File: config.mk
export PLATFORM = sky130hd
export DESIGN_NAME = framed_uart_command_receiver_top
export DESIGN_NICKNAME = d
export VERILOG_FILES = /design/src/sv/fucr_pkg.sv /design/src/sv/fucr_front.sv /design/src/sv/fucr_queue.sv /design/src/sv/fucr_back.sv /design/src/sv/framed_uart_command_receiver_top.sv
export VERILOG_INCLUDE_DIRS = /design/src /design/src/sv
export SDC_FILE = /design/constraint.sdc
export NUM_CORES = 1
export LEC_CHECK = 0
export ABC_AREA = 1
export BUFFER_PORTS_ARGS = -buffer_cell sky130_fd_sc_hd__buf_2
export CORE_UTILIZATION = 30
export CTS_BUF_LIST = sky130_fd_sc_hd__clkbuf_8
export CTS_CLUSTER_DIAMETER = 100
export CTS_CLUSTER_SIZE = 8
export DETAILED_ROUTE_END_ITERATION = 6
export HOLD_SLACK_MARGIN = 0.06
export SYNTH_ARGS = -nofsm -noshare
export SYNTH_HDL_FRONTEND = slang
export SYNTH_SLANG_ARGS = --single-unit
export TNS_END_PERCENT = 20
File: constraint.sdc
create_clock -name clk -period 8.7 [get_ports clk]
set_clock_uncertainty 0.15 [all_clocks]
set_input_delay 0.435 -clock clk [delete_from_list [all_inputs] [get_ports clk]]
set_output_delay 0.435 -clock clk [all_outputs]
set_load 0.005 [all_outputs]
File: src/sv/framed_uart_command_receiver_top_macros.svh
// ----------------------------------------------------------------------------
// framed uart command receiver assertion macros
// clocked assertion shorthands shared by the receiver top level
// ----------------------------------------------------------------------------
`ifndef FRAMED_UART_COMMAND_RECEIVER_TOP_MACROS_SVH
`define FRAMED_UART_COMMAND_RECEIVER_TOP_MACROS_SVH

// property that must hold at every edge outside reset
`define FUCR_ASSERT(lbl, prop, msg) \
	lbl: assert property (@(posedge clk) disable iff (!arst_n) prop) else $error(msg);

// condition that must hold in the cycle after a trigger
`define FUCR_ASSERT_NEXT(lbl, pre, post, msg) \
	lbl: assert property (@(posedge clk) disable iff (!arst_n) pre |=> post) else $error(msg);

`endif

File: src/sv/fucr_pkg.sv
// ----------------------------------------------------------------------------
// fucr_pkg
// shared types and constants of the framed uart command receiver
// ----------------------------------------------------------------------------
package fucr_pkg;

	localparam int QDepth = 4;
	localparam int QAw    = 2;

	localparam logic [2:0] CfgHeadFirst  = 3'd0;
	localparam logic [2:0] CfgHeadSecond = 3'd1;
	localparam logic [2:0] CfgTailByte   = 3'd2;
	localparam logic [2:0] CfgResultType = 3'd3;
	localparam logic [2:0] CfgResultCmd  = 3'd4;
	localparam logic [2:0] CfgMaxPayload = 3'd5;

	localparam logic [7:0]  RstHeadFirst  = 8'hF4;
	localparam logic [7:0]  RstHeadSecond = 8'hF5;
	localparam logic [7:0]  RstTailByte   = 8'hFB;
	localparam logic [7:0]  RstResultType = 8'd160;
	localparam logic [7:0]  RstResultCmd  = 8'd145;
	localparam logic [15:0] RstMaxPayload = 16'd255;

	localparam logic [2:0] StRecognized = 3'd0;
	localparam logic [2:0] StGoodFrame  = 3'd1;
	localparam logic [2:0] StLenBig     = 3'd2;
	localparam logic [2:0] StCksumBad   = 3'd3;
	localparam logic [2:0] StTailBad    = 3'd4;

	typedef enum logic [1:0] {
		EvGood  = 2'd0,
		EvLen   = 2'd1,
		EvCksum = 2'd2,
		EvTail  = 2'd3
	} ev_kind_t;

	typedef struct packed {
		ev_kind_t   kind;
		logic [7:0] cmd_id;
		logic [7:0] frame_type;
		logic [7:0] frame_cmd;
	} event_t;

	typedef struct packed {
		logic [7:0]  head_first;
		logic [7:0]  head_second;
		logic [7:0]  tail_byte;
		logic [7:0]  result_type;
		logic [7:0]  result_cmd;
		logic [15:0] max_payload;
	} cfg_t;

	typedef struct packed {
		logic [QAw:0] count;
		logic         full;
		logic         empty;
	} qstat_t;

endpackage

File: src/sv/fucr_front.sv
// ----------------------------------------------------------------------------
// fucr_front
// byte deframer: tracks the frame layout and emits one event per frame end
// ----------------------------------------------------------------------------
module fucr_front (
	input  logic           clk,
	input  logic           arst_n,
	input  fucr_pkg::cfg_t cfg,
	input  logic           in_accept,
	input  logic [7:0]     rx_byte,
	output logic           ev_push,
	output fucr_pkg::event_t ev
);
	import fucr_pkg::*;

	typedef enum logic [10:0] {
		PsHead0 = 11'b000_0000_0001,
		PsHead1 = 11'b000_0000_0010,
		PsLen0  = 11'b000_0000_0100,
		PsLen1  = 11'b000_0000_1000,
		PsType  = 11'b000_0001_0000,
		PsCmd   = 11'b000_0010_0000,
		PsSeq   = 11'b000_0100_0000,
		PsData  = 11'b000_1000_0000,
		PsCk0   = 11'b001_0000_0000,
		PsCk1   = 11'b010_0000_0000,
		PsTail  = 11'b100_0000_0000
	} parse_state_t;

	parse_state_t state_q, state_d;
	logic [15:0] len_q, len_d;
	logic [15:0] cnt_q, cnt_d;
	logic [15:0] sum_q, sum_d;
	logic [7:0]  ck_lo_q, ck_lo_d;
	logic [7:0]  type_q, type_d;
	logic [7:0]  cmd_q, cmd_d;
	logic [7:0]  first_q, first_d;
	logic [15:0] len_full;
	logic [15:0] cnt_inc;

	assign len_full = {rx_byte, len_q[7:0]};
	assign cnt_inc  = cnt_q + 16'd1;

	always_comb begin
		state_d = state_q;
		len_d   = len_q;
		cnt_d   = cnt_q;
		sum_d   = sum_q;
		ck_lo_d = ck_lo_q;
		type_d  = type_q;
		cmd_d   = cmd_q;
		first_d = first_q;
		ev_push = 1'b0;
		ev      = '{kind: EvGood, cmd_id: first_q, frame_type: type_q, frame_cmd: cmd_q};
		unique case (state_q)
			PsHead1: begin
				if (rx_byte == cfg.head_second) begin
					state_d = PsLen0;
				end else if (rx_byte != cfg.head_first) begin
					state_d = PsHead0;
				end
			end
			PsLen0: begin
				len_d   = {8'd0, rx_byte};
				state_d = PsLen1;
			end
			PsLen1: begin
				len_d = len_full;
				if (len_full <= cfg.max_payload) begin
					state_d = PsType;
				end else begin
					state_d = PsHead0;
					ev_push = in_accept;
					ev      = '{kind: EvLen, cmd_id: 8'd0, frame_type: 8'd0, frame_cmd: 8'd0};
				end
			end
			PsType: begin
				type_d  = rx_byte;
				sum_d   = {8'd0, rx_byte};
				state_d = PsCmd;
			end
			PsCmd: begin
				cmd_d   = rx_byte;
				sum_d   = sum_q + {8'd0, rx_byte};
				state_d = PsSeq;
			end
			PsSeq: begin
				sum_d   = sum_q + {8'd0, rx_byte};
				cnt_d   = 16'd0;
				first_d = 8'd0;
				state_d = (len_q != 16'd0) ? PsData : PsCk0;
			end
			PsData: begin
				if (cnt_q == 16'd0) begin
					first_d = rx_byte;
				end
				cnt_d = cnt_inc;
				sum_d = sum_q + {8'd0, rx_byte};
				if (cnt_inc == len_q) begin
					state_d = PsCk0;
				end
			end
			PsCk0: begin
				ck_lo_d = rx_byte;
				state_d = PsCk1;
			end
			PsCk1: begin
				if ({rx_byte, ck_lo_q} == sum_q) begin
					state_d = PsTail;
				end else begin
					state_d = PsHead0;
					ev_push = in_accept;
					ev.kind = EvCksum;
				end
			end
			PsTail: begin
				state_d = PsHead0;
				ev_push = in_accept;
				ev.kind = (rx_byte == cfg.tail_byte) ? EvGood : EvTail;
			end
			default: begin
				state_d = (rx_byte == cfg.head_first) ? PsHead1 : PsHead0;
			end
		endcase
	end

	always_ff @(posedge clk or negedge arst_n) begin
		if (!arst_n) begin
			state_q <= PsHead0;
			len_q   <= '0;
			cnt_q   <= '0;
			sum_q   <= '0;
			ck_lo_q <= '0;
			type_q  <= '0;
			cmd_q   <= '0;
			first_q <= '0;
		end else if (in_accept) begin
			state_q <= state_d;
			len_q   <= len_d;
			cnt_q   <= cnt_d;
			sum_q   <= sum_d;
			ck_lo_q <= ck_lo_d;
			type_q  <= type_d;
			cmd_q   <= cmd_d;
			first_q <= first_d;
		end
	end

endmodule

File: src/sv/fucr_queue.sv
// ----------------------------------------------------------------------------
// fucr_queue
// small event fifo between the deframer and the result stage
// ----------------------------------------------------------------------------
module fucr_queue (
	input  logic             clk,
	input  logic             arst_n,
	input  logic             push,
	input  fucr_pkg::event_t push_ev,
	input  logic             pop,
	output fucr_pkg::event_t head_ev,
	output fucr_pkg::qstat_t stat
);
	import fucr_pkg::*;

	event_t         mem_q [QDepth];
	logic [QAw-1:0] wr_ptr_q;
	logic [QAw-1:0] rd_ptr_q;
	logic [QAw:0]   count_q;

	assign head_ev    = mem_q[rd_ptr_q];
	assign stat.count = count_q;
	assign stat.full  = (count_q == (QAw+1)'(QDepth));
	assign stat.empty = (count_q == '0);

	always_ff @(posedge clk) begin
		if (push) begin
			mem_q[wr_ptr_q] <= push_ev;
		end
	end

	always_ff @(posedge clk or negedge arst_n) begin
		if (!arst_n) begin
			wr_ptr_q <= '0;
			rd_ptr_q <= '0;
			count_q  <= '0;
		end else begin
			if (push) begin
				wr_ptr_q <= wr_ptr_q + 1'b1;
			end
			if (pop) begin
				rd_ptr_q <= rd_ptr_q + 1'b1;
			end
			priority if (push && !pop) begin
				count_q <= count_q + 1'b1;
			end else if (pop && !push) begin
				count_q <= count_q - 1'b1;
			end
		end
	end

endmodule

File: src/sv/fucr_back.sv
// ----------------------------------------------------------------------------
// fucr_back
// result stage: resolves the status code and holds the outgoing word
// ----------------------------------------------------------------------------
module fucr_back (
	input  logic             clk,
	input  logic             arst_n,
	input  fucr_pkg::cfg_t   cfg,
	input  logic             q_valid,
	input  fucr_pkg::event_t q_ev,
	output logic             q_pop,
	output logic             m_tvalid,
	input  logic             m_tready,
	output logic [31:0]      m_tdata
);
	import fucr_pkg::*;

	logic        valid_q;
	logic [26:0] word_q;
	logic [2:0]  status;

	always_comb begin
		unique case (q_ev.kind)
			EvLen:   status = StLenBig;
			EvCksum: status = StCksumBad;
			EvTail:  status = StTailBad;
			default: begin
				status = (q_ev.frame_type == cfg.result_type && q_ev.frame_cmd == cfg.result_cmd)
					? StRecognized : StGoodFrame;
			end
		endcase
	end

	assign q_pop    = q_valid && (!valid_q || m_tready);
	assign m_tvalid = valid_q;
	assign m_tdata  = {5'd0, word_q};

	always_ff @(posedge clk) begin
		if (q_pop) begin
			word_q <= {q_ev.frame_cmd, q_ev.frame_type, q_ev.cmd_id, status};
		end
	end

	always_ff @(posedge clk or negedge arst_n) begin
		if (!arst_n) begin
			valid_q <= 1'b0;
		end else if (q_pop) begin
			valid_q <= 1'b1;
		end else if (m_tready) begin
			valid_q <= 1'b0;
		end
	end

endmodule

File: src/sv/framed_uart_command_receiver_top.sv
// ----------------------------------------------------------------------------
// framed_uart_command_receiver_top
// deframes received serial bytes and reports one word per finished or dropped frame
// a frame-ending byte's event is written into the event fifo, then registered as the result word
// throughput: one byte per cycle while the event fifo is not full
// a four-entry event fifo lets bytes keep flowing while result words wait
// reset: async active low, parser to header wait, registers to default values
// ----------------------------------------------------------------------------
`include "framed_uart_command_receiver_top_macros.svh"

module framed_uart_command_receiver_top (
	input  logic        clk,
	input  logic        arst_n,
	input  logic        s_tvalid,
	output logic        s_tready,
	input  logic [7:0]  s_tdata,   // rx_byte[7:0]
	output logic        m_tvalid,
	input  logic        m_tready,
	output logic [31:0] m_tdata,   // status[2:0], cmd_id[10:3], frame_type[18:11], frame_cmd[26:19]
	input  logic        cfg_valid,
	output logic        cfg_ready,
	input  logic [2:0]  cfg_index,
	input  logic [15:0] cfg_data
);
	import fucr_pkg::*;

	cfg_t   cfg_q;
	logic   in_accept;
	logic   ev_push;
	event_t ev;
	event_t head_ev;
	qstat_t q_stat;
	logic   q_pop;

	assign cfg_ready = 1'b1;
	assign s_tready  = !q_stat.full;
	assign in_accept = s_tvalid && s_tready;

	always_ff @(posedge clk or negedge arst_n) begin
		if (!arst_n) begin
			cfg_q.head_first  <= RstHeadFirst;
			cfg_q.head_second <= RstHeadSecond;
			cfg_q.tail_byte   <= RstTailByte;
			cfg_q.result_type <= RstResultType;
			cfg_q.result_cmd  <= RstResultCmd;
			cfg_q.max_payload <= RstMaxPayload;
		end else if (cfg_valid) begin
			unique case (cfg_index)
				CfgHeadFirst:  cfg_q.head_first  <= cfg_data[7:0];
				CfgHeadSecond: cfg_q.head_second <= cfg_data[7:0];
				CfgTailByte:   cfg_q.tail_byte   <= cfg_data[7:0];
				CfgResultType: cfg_q.result_type <= cfg_data[7:0];
				CfgResultCmd:  cfg_q.result_cmd  <= cfg_data[7:0];
				CfgMaxPayload: cfg_q.max_payload <= cfg_data;
				default: ;
			endcase
		end
	end

	fucr_front u_front (
		.clk       (clk),
		.arst_n    (arst_n),
		.cfg       (cfg_q),
		.in_accept (in_accept),
		.rx_byte   (s_tdata),
		.ev_push   (ev_push),
		.ev        (ev)
	);

	fucr_queue u_queue (
		.clk     (clk),
		.arst_n  (arst_n),
		.push    (ev_push),
		.push_ev (ev),
		.pop     (q_pop),
		.head_ev (head_ev),
		.stat    (q_stat)
	);

	fucr_back u_back (
		.clk      (clk),
		.arst_n   (arst_n),
		.cfg      (cfg_q),
		.q_valid  (!q_stat.empty),
		.q_ev     (head_ev),
		.q_pop    (q_pop),
		.m_tvalid (m_tvalid),
		.m_tready (m_tready),
		.m_tdata  (m_tdata)
	);

	`FUCR_ASSERT(a_q_bound, q_stat.count <= (QAw+1)'(QDepth), "event fifo count over depth")
	`FUCR_ASSERT(a_no_overflow, !(ev_push && q_stat.full), "event pushed into full fifo")
	`FUCR_ASSERT_NEXT(a_push_lands, ev_push, !q_stat.empty, "pushed event missing from fifo")
	`FUCR_ASSERT(a_status_range, !m_tvalid || (m_tdata[2:0] <= StTailBad), "status out of range")

endmodule

# ---- Word-level counts from Yosys, hierarchy flattened
# Memory sizes are Yosys's and may differ from the RTL's.
# Index checks and enable logic that the tools add are counted.
dict set report totals {
  out_inout_bits 35
  word_cells 124
  n_memories 1
  regBits 182
  mem_bits_rw 104
}
# memory words word_bits rd rd_ports_with_merged_regs wr line
set memory_table {}
lappend memory_table {u_queue.mem_q 4 26 1 0 1 fucr_queue.sv:16} ;# event_t mem_q [QDepth];
dict set report classes {
  add_sub_neg 6
  eq_ne 30
  reduce_logical 36
  n_mux 29
  n_bitwise 1
  magnitude_cmp 1
}
# operator n
set ops {}
lappend ops {{11-bit one-hot mux with 10 select lines} 1}
lappend ops {{16-bit one-hot mux with 2 select lines} 3}
lappend ops {{11-bit 2-to-1 mux} 4}
lappend ops {{8-bit equality test} 5}
lappend ops {{16-bit equality test} 2}
lappend ops {{25-bit 2-to-1 mux} 1}
lappend ops {{24-bit 2-to-1 mux} 1}
lappend ops {{2-bit AND reduction} 12}
lappend ops {{16-bit by 1-bit adder with 16-bit output (second input constant)} 1}
lappend ops {{16-bit by 8-bit adder with 16-bit output} 1}
lappend ops {{16-bit <= comparator} 1}
lappend ops {{16-bit logical NOT} 1}
lappend ops {{8-bit one-hot mux with 2 select lines} 1}
lappend ops {{16-bit nonzero test} 1}
lappend ops {{11-bit by 10-bit equality test with 1-bit output (second input constant)} 1}
lappend ops {{11-bit equality test (second input constant)} 1}
lappend ops {{11-bit by 2-bit equality test with 1-bit output (second input constant)} 1}
lappend ops {{11-bit by 3-bit equality test with 1-bit output (second input constant)} 1}
lappend ops {{11-bit by 4-bit equality test with 1-bit output (second input constant)} 1}
lappend ops {{11-bit by 5-bit equality test with 1-bit output (second input constant)} 1}
lappend ops {{11-bit by 6-bit equality test with 1-bit output (second input constant)} 1}
lappend ops {{11-bit by 7-bit equality test with 1-bit output (second input constant)} 1}
lappend ops {{11-bit by 8-bit equality test with 1-bit output (second input constant)} 1}
lappend ops {{11-bit by 9-bit equality test with 1-bit output (second input constant)} 1}
lappend ops {{28 further kinds} 58}

# ---- Longest topological paths before layout
# Gate-level depths: netlist (run 1).
dict set report logic_depth {
  word_depth 9
  depth_mapped 20
}

# ---- By module
# From an unflattened synthesis (run 1), not the netlist that was laid out.
dict set report hier_totals {
  cells_unflattened 1623
  hier_area_um2 14532.7
}
# mod seq_area_each_um2 area_per_inst_um2 cells_each n_inst
set modules_own_cells {}
lappend modules_own_cells {fucr_front 2278.4 6284.8 876 1}
lappend modules_own_cells {fucr_queue 3298.2 4665.7 351 1}
lappend modules_own_cells {framed_uart_command_receiver_top 1440.1 2283.4 257 1}
lappend modules_own_cells {fucr_back 835.8 1298.7 139 1}

# ---- Least setup slack after synthesis (run 1)
# No wires, ideal clock.
dict set report synth_timing {
  path_kind {flip-flop to flip-flop}
  start {register cfg_q[1] (netlist name)}
  end {memory u_queue.mem_q[0][0] (netlist name), enable pin}
  required_ps 8141
  t_arrival_ps 2948
  stages_incl_launch_ff 15
  path_slack_ps 5193
  setup_time_ps 409
  synth_period_minus_slack_ps 3507
  path_cell_list {dfstp_2 -> inv_1 -> ha_1 -> inv_1 -> o21bai_1 -> nand2_1 -> nand2_1 -> nand2_1 -> nand2_1 -> nand2_1 -> a21boi_0 -> nand2_1 -> nand3_1 -> nand2_1 -> nor2_1}
}
dict set report synth_via {
  elab_chain_cells 5
}
# element line
set synth_lines {}
lappend synth_lines {{start, declared} framed_uart_command_receiver_top.sv:27} ;# cfg_t cfg_q;
lappend synth_lines {{16-bit <= comparator} fucr_front.sv:69} ;# if (len_full <= cfg.max_payload) begin
lappend synth_lines {{1-bit 2-to-1 mux} fucr_front.sv:69}
lappend synth_lines {{1-bit one-hot mux with 3 select lines} fucr_front.sv:55} ;# unique case (state_q)
lappend synth_lines {{1-bit 2-to-1 mux} fucr_queue.sv:27} ;# if (push) begin
lappend synth_lines {{1-bit 2-to-1 mux (implied by the code)} fucr_queue.sv:28} ;# mem_q[wr_ptr_q] <= push_ev;
lappend synth_lines {{end, declared} fucr_queue.sv:16}
# No other way between the ends.

# ---- Final worst setup path (run 1)
dict set report layout_timing {
  start {register cfg_q[1] (netlist name)}
  end {register u_queue.count_q[2]}
}
dict set report layout_via {
  elab_chain_cells 6
}
# element line
set layout_lines {}
lappend layout_lines {{16-bit <= comparator *} fucr_front.sv:69}
lappend layout_lines {{1-bit 2-to-1 mux *} fucr_front.sv:69}
lappend layout_lines {{1-bit one-hot mux with 3 select lines *} fucr_front.sv:55}
lappend layout_lines {{via ev_push} framed_uart_command_receiver_top.sv:29} ;# logic ev_push;
lappend layout_lines {{1-bit logical NOT} fucr_queue.sv:46} ;# end else if (pop && !push) begin
lappend layout_lines {{1-bit logical AND} fucr_queue.sv:46}
lappend layout_lines {{2-bit nonzero test (no line)} n/a}
lappend layout_lines {{end signal, assigned} fucr_queue.sv:45} ;# count_q <= count_q + 1'b1;
lappend layout_lines {{end signal, assigned} fucr_queue.sv:47} ;# count_q <= count_q - 1'b1;
lappend layout_lines {{end, declared} fucr_queue.sv:19} ;# logic [QAw:0] count_q;
# The timed path passes the listed nets; every way through them passes the cells marked *.
# A chain may end at the register's enable or synchronous reset.

==> summary.md, run 1 <==
| Metric | Value |
|---|---|
| Outcome | `completed` |
| Inst Count DP | `2135` |
| Max_slew headroom | `a little under 30%` |
| Asr flop ratio synth | `a little over half` |
| Number of synthesized flops with an enable pin | `131` |
| Clock latency on the worst-skew pair | `between 500 and 600 ps` |
| Adder-Cell Fraction of Synth Area | `under 10%` |
| Syn-to-layout area delta | `12.5%` |
| RSZ-0062 raised after global routing | `false` |
| First-pass GRT wire length | `~56000 um` |
| Io pins | `67` |
| Dpl hpwl | `24100 um` |
| Post-synth cell types | `46` |
| CTS Buf Count | `41` |
| N_diodes | `0` |
| Clock Sinks | `around 290` |
| Iteration-0 DRC Markers | `just under 800` |
| CP top delay family | `simple AND/OR/NAND/NOR gates` |
| Largest family of logic cells by synthesized area | `simple AND/OR/NAND/NOR gates` |
| Crit path DAT | `around 4400 ps` |
| Slowest library cell on the worst path | `nand2_1` |
| Critical path class | `register to register` |
| Req. time, crit path | `~9000 ps` |
| Most common library cell in the layout ignoring fill and taps | `nand2_1` |
| Comb power frac | `a little under a quarter` |
| Die W | `around 220 um` |
| H-tree depth | `2` |
| Post-CTS sizing | `0` |
| CP Launch Type | `register` |
| Sequential power share | `between 40% and 50%` |
| Root buffer cell | `clkbuf_8` |
| Most frequent CP cell | `nand2_1` |
| Tot GR Track Use | `about 15%` |
| CTS Buffer Depth | `3` |
| Antenna Nets Post-Route | `0` |
| Vias/cell | `between 4 and 5` |
| Tightest Pin Transition | `1060 ps` |
| Final period util | `between 40% and 50%` |
| Routed vias | `between 10k and 15k` |
| FF+latch count, synth | `roughly 290` |
| Pint | `~0.0023 W` |
| MaxCap Viol Count | `0` |
| CP endpoint kind | `register` |
| PD cells | `218 nW/um^2` |
| Drc violations | `0` |
| Non-filler cells, final | `between 2k and 2.5k` |
| Post-CTS Setup Repair Bufs | `0` |
| Final Max Slew Viols | `0` |
| Mapped Cells | `1515` |
| GRT overflow | `0` |
| Row cnt | `around 80` |
| Simple-gate share of the synthesized area | `20.7%` |
| Post-Route WL | `34900 um` |
| Final hold vios | `0` |
| Synth Area in Compound Gates | `between 8 and 9%` |
| Max VDD drop | `roughly 0.11 mV` |
| Initial Util | `~31%` |
| Switch Pwr | `0.00109 W` |
| Lkg Pwr | `slightly above 7 nW` |
| Worst-path fanout max | `26` |
| Multiplexer area fraction after synthesis | `0%` |
| Syn_area_per_cell | `9.18 sq um` |
| Fillers | `4643` |
| Fmax | `between 200 and 250 MHz` |
| Most frequent cells in the layout | `nand2_1 (381), inv_1 (203), edfxtp_1 (131)` |
| Synth warnings | `0` |
| XOR/XNOR Fraction of Synth Area | `about 3.8%` |
| Sw Ratio | `between 30% and 40%` |
| Nets | `about 1.7k` |
| Routed len/inst | `around 16 um` |
| Core ar. | `roughly 46000 sq um` |
| Crit path largest cell delay | `620 ps` |
| CP bufs+invs | `4` |
| Clock slew at reported path FFs | `~70 ps` |
| GPL Wtd Cong | `0.871` |
| Pin count of the biggest net entering global routing | `81` |
| Main synth FF type | `edfxtp_1` |
| CTS tree | `built` |
| HP Class | `input pin to register` |
| Vias in the first global route | `10.2k` |
| Syn Std Cell Area | `about 14000 sq um` |
| Final setup fails | `0` |
| Die area | `~47000 sq um` |
| Tmin final | `roughly 4100 ps` |
| Setup_tns | `0 ps` |
| Clock share of power | `28.5%` |
| Initial antenna violation count | `0` |
| Share of post-route cells with drive strength above 1 | `11.4%` |
| Cell breakdown of the critical path | `inv_1, ha_1, inv_1, o21bai_1, nand2_1, nand2_1, nand2_1, nand2_1, nand2_1, a21boi_0, nand2_1, nand3_1, nand2_1, inv_1, ha_1, inv_1, fa_1, a21oi_1, o21ai_0, xor2_1` |
| Port Buffer Count | `60` |
| Detailed-router iteration count before antenna repair | `5` |
| Cts-stage hold buffer count | `10` |
| Die height | `217 um` |
| Register area share after synthesis | `between 50% and 60%` |
metrics by stage:
step	hold WS [ps]	cell area [sq um]	total power, W	worst slack [ps]	util, %
finish	123	15600	0.00341	4640	34.3
global route	114	15600	0.00361	4200	34.3
CTS	91.8	15600	0.00346	4580	34.3
detailed placement	322	14800	0.00248	4480	32.5
global placement	315	14800	0.00246	4640	32.5
floorplan	-10.6	13900	0.00217	5190	-
path summary, 6_finish.rpt:
| check | slack [ps] | from | end | depth (start not counted) |
|---|---|---|---|---|
| max in group asynchronous | 6550 | arst_n | u_front.first_q[0] | 3 |
| min in group asynchronous | 320 | arst_n | u_front.len_q[13] | 2 |
| min | 120 | cfg_data[4] | cfg_q[44] | 3 |
| max reg2reg | 4640 | cfg_q[1] | u_queue.count_q[2] | 20 |
| min reg2reg | 330 | u_front.state_q[0] | u_front.state_q[0] | 2 |
| max | 4640 | cfg_q[1] | u_queue.count_q[2] | 20 |
power by group through the flow:
stage	combinational, W	clock (W)	sequential, W
finish	0.000774	0.000969	0.00166
global route	0.000885	0.00105	0.00168
CTS	0.000793	0.00100	0.00167
detailed placement	0.000788	0	0.00169
global placement	0.000764	0	0.00169
floorplan	0.000495	0	0.00168
cell usage after synthesis, types with 4 or more instances:
cell type,number,area share [%]
nand3_1,106,3.8
nand4_1,32,1.4
inv_1,176,4.7
xor2_1,40,2.5
buf_1,4,0.11
or2_2,5,0.22
buf_2,13,0.47
a21oi_1,37,1.3
buf_4,7,0.38
ha_1,34,3.1
nor3_1,18,0.65
xnor2_1,18,1.1
o31ai_1,9,0.49
nand2_1,381,10
dfrtp_1,123,22
clkbuf_1,27,0.73
dfstp_2,32,6.0
nand2_2,9,0.40
inv_2,5,0.13
nand3b_1,4,0.22
nor2_2,7,0.31
o22ai_1,35,1.6
nor2_1,99,2.7
edfxtp_1,131,28
o21ai_0,127,4.6
o21ai_1,4,0.14
worst min-delay path, cell delays in order:
cell	delay, ps
buf_2	100
inv_1	170
o21ai_0	120
final cells by class:
| cell class | instances | area (sq um) | share of cell area, % |
|---|---|---|---|
| tap | 600 | 751 | 4.80 |
| timing repair buffer | 78 | 467 | 2.98 |
| multi-input combinational | 999 | 5180 | 33.1 |
| sequential | 286 | 7850 | 50.2 |
| clock buffer | 43 | 592 | 3.78 |
| inverter | 182 | 683 | 4.37 |
| clock inverter | 30 | 125 | 0.800 |
sequential cells by signal, summed over array words and instances (netlist names), 3 cells and up:
name,count
u_queue.count_q,3
u_front.type_q,8
u_front.len_q,16
u_front.state_q,11
u_back.word_q,27
u_front.first_q,8
u_queue.mem_q,104
u_front.ck_lo_q,8
cfg_q,56
u_front.cnt_q,16
u_front.sum_q,16
u_front.cmd_q,8
per-layer routing:
| metal | up-vias | share of wire (%) | GRT usage, % |
|---|---|---|---|
| li1 | 5168 | - | - |
| met1 | 4962 | 47 | 20.4 |
| met2 | 254 | 46 | 23.9 |
| met3 | 73 | 4.3 | 2.43 |
| met4 | 0 | 3.1 | 5.49 |
| met5 | - | 0 | 0 |
logic make-up (layout without fill, tap and decap cells):
group	Yosys count	in the layout
fa+ha+maj	36	36
xor+xnor	59	59
simple gates	671	671
flops	286	286
compound gates	227	227
buf+inv	234	333
other cells	2	6
Power figures use the tool's default switching activity.
==> run 2, diff against run 1 <==
- clock period: 8.7 -> 3.8 ns (I/O delays scaled with it)
==> summary.md, run 2 (synthesis results as in run 1) <==
| Metric | Value |
|---|---|
| Outcome | `completed` |
| Max FFs per register | `between 100 and 150` |
| GRT overflow | `0` |
| Routed len/inst | `roughly 16 um` |
| PD cells | `roughly 500 nW/um^2` |
| Core ar. | `between 40000 and 50000 sq um` |
| Post-Layout Inst Area | `around 16000 sq um` |
| Initial antenna violation count | `0` |
| Tot GR Track Use | `15.3%` |
| Detailed-router iteration count before antenna repair | `5` |
| Crit path largest cell delay | `roughly 520 ps` |
| Req. time, crit path | `between 4000 and 5000 ps` |
| Iteration-0 DRC Markers | `just over 700` |
| Post-DP Area | `14900 sq um` |
| Pin count of the biggest net entering global routing | `83` |
| Antenna Nets Post-Route | `0` |
| Die height | `217 um` |
| Port Buffer Count | `60` |
| Clock Sinks | `between 200 and 300` |
| Fillers | `4681` |
| First-pass GRT wire length | `~57000 um` |
| Comb power frac | `a little under a quarter` |
| Share of post-route cells with drive strength above 1 | `around an eighth` |
| Sequential power share | `48.0%` |
| Critical path origin | `cfg_q[1]` |
| Drc violations | `0` |
| Max_slew headroom | `roughly a third` |
| HP Class | `input pin to async pin` |
| Final Max Slew Viols | `0` |
| Setup_tns | `0 ps` |
| Slowest library cell on the worst path | `dfstp_2` |
| Cell breakdown of the critical path | `inv_1, ha_1, inv_1, o21bai_1, nand2_1, nand2_1, nand2_1, nand2_1, nand2_1, a21boi_1, nand2_1, nand3_1, nand2_1, inv_1, ha_1, inv_1, fa_1, a21oi_1, o21ai_0, xor2_1` |
| Switch Pwr | `0.00255 W` |
| Sw Ratio | `approximately a third` |
| CTS Buffer Depth | `3` |
| CP endpoint kind | `register` |
| Vias in the first global route | `around 10k` |
| Io pins | `67` |
| H-tree depth | `2` |
| Final setup fails | `0` |
| Vias/cell | `4.71` |
| Nets | `roughly 1.7k` |
| Final period util | `a little under 90%` |
| FF-to-FF setup slack | `between 400 and 500 ps` |
| Dpl hpwl | `approximately 24000 um` |
| Critical path class | `register to register` |
| MaxCap Viol Count | `0` |
| Tightest Pin Transition | `between 1000 and 1500 ps` |
| Crit path DAT | `3640 ps` |
| Die W | `between 200 and 250 um` |
| Most frequent cells in the layout | `nand2_1 (381), inv_1 (207), edfxtp_1 (131)` |
| Pint | `between 0.005 and 0.006 W` |
| Post-Route WL | `35600 um` |
| CP Launch Type | `register` |
| Row cnt | `slightly below 80` |
| Max VDD drop | `roughly 0.32 mV` |
| N_diodes | `0` |
| Clock slew at reported path FFs | `about 80 ps` |
| Fmax | `around 300 MHz` |
| Routed vias | `~11k` |
| CP top delay family | `adder cells` |
| Reg2reg start | `cfg_q[1]` |
| CP bufs+invs | `4` |
| Lkg Pwr | `about 7.4 nW` |
| Largest regs | `u_queue.mem_q (104), cfg_q (56), u_back.word_q (27)` |
| Post-CTS Setup Repair Bufs | `0` |
| Most common library cell in the layout ignoring fill and taps | `nand2_1` |
| Final hold vios | `0` |
| Clock latency on the worst-skew pair | `between 500 and 600 ps` |
| Worst-path fanout max | `5` |
| CTS tree | `built` |
| CTS Buf Count | `41` |
| RSZ-0062 raised after global routing | `false` |
| Tmin final | `roughly 3300 ps` |
| Top reg by flops | `u_queue.mem_q` |
| Root buffer cell | `clkbuf_8` |
| Most frequent CP cell | `nand2_1` |
| Clock share of power | `between 20% and 30%` |
| Die area | `about 47000 sq um` |
| Initial Util | `30.5%` |
| GPL Wtd Cong | `~0.89` |
| Syn-to-layout area delta | `14.3%` |
==> run 2: cell count changes in the layout (fill, tap and decap cells not counted) <==
cell           change
a21boi_0           -1
a21boi_1           +1
buf_12             +2
buf_4             +10
clkbuf_8           -1
clkinv_1           -1
clkinv_8           +1
dlygate4sd3_1     +13
inv_1              +4
nor2_2             +1
nor2_4             -1
==> run 2: final timing paths <==
path / to / cells past startpoint
max in group asynchronous: cfg_q[29] / 3
hold / removal: u_front.len_q[13] / 2
setup reg to reg: u_queue.count_q[2] / 20
min in group clk: cfg_q[20] / 4
hold reg to reg: u_front.state_q[0] / 2
setup / recovery: u_queue.count_q[2] / 20
==> run 2: final cells by class <==
| class | count | area, sq um | share of cell area, % |
|---|---|---|---|
| timing repair buffer | 103 | 712 | 4.48 |
| tap | 600 | 751 | 4.72 |
| sequential | 286 | 7850 | 49.4 |
| inverter | 182 | 683 | 4.30 |
| clock inverter | 34 | 153 | 0.960 |
| multi-input combinational | 999 | 5170 | 32.5 |
| clock buffer | 42 | 578 | 3.64 |
==> run 2: power by group through the flow <==
stage / clock network (W) / logic [W] / registers [W]
after global routing: 0.00246 / 0.00209 / 0.00383
final: 0.00226 / 0.00183 / 0.00379
after floorplan: 0 / 0.00113 / 0.00384
after CTS: 0.00233 / 0.00188 / 0.00379
after detailed placement: 0 / 0.00186 / 0.00385
after global placement: 0 / 0.00182 / 0.00385
==> run 2: per-layer routing <==
layer	global-route usage [%]	part of all wire [%]	wire length (um)
met3	2.42	4.9	1750
met5	0.833	0.15	54
met4	5.28	2.6	940
met2	25.0	47	16600
met1	20.5	46	16200
==> run 2: what timing repair did <==
| item | in CTS | in global routing |
|---|---|---|
| hold endpoints to repair | 144 | 0 |
| setup endpoints to repair | 0 | 1 |
| hold buffers | 23 | 0 |
| resized for setup | 0 | 1 |
==> run 2: worst register-to-register path: cells and delay by family, from the launching register on <==
| kind | cells | cell delay, ps |
|---|---|---|
| AND/OR/NAND/NOR | 8 | 700 |
| buffers and inverters | 4 | 280 |
| adder cells (fa/ha/maj) | 3 | 810 |
| AO/OA/AOI/OAI | 4 | 600 |
| flip-flops | 1 | 520 |
| XOR/XNOR | 1 | 150 |
==> run 2: through the flow <==
step                      setup slack [ps]  utilization (%)  hold WS (ps)  instances  power (W)
after floorplan                        293                -          -256       1519    0.00498
after global placement                 370             32.8           168       2147    0.00567
after detailed placement               334             32.8           176       2147    0.00571
after CTS                              335             34.9          77.2       2246    0.00801
after global routing                  40.3             34.9           149       2246    0.00837
final                                  467             34.9          99.4       2246    0.00789
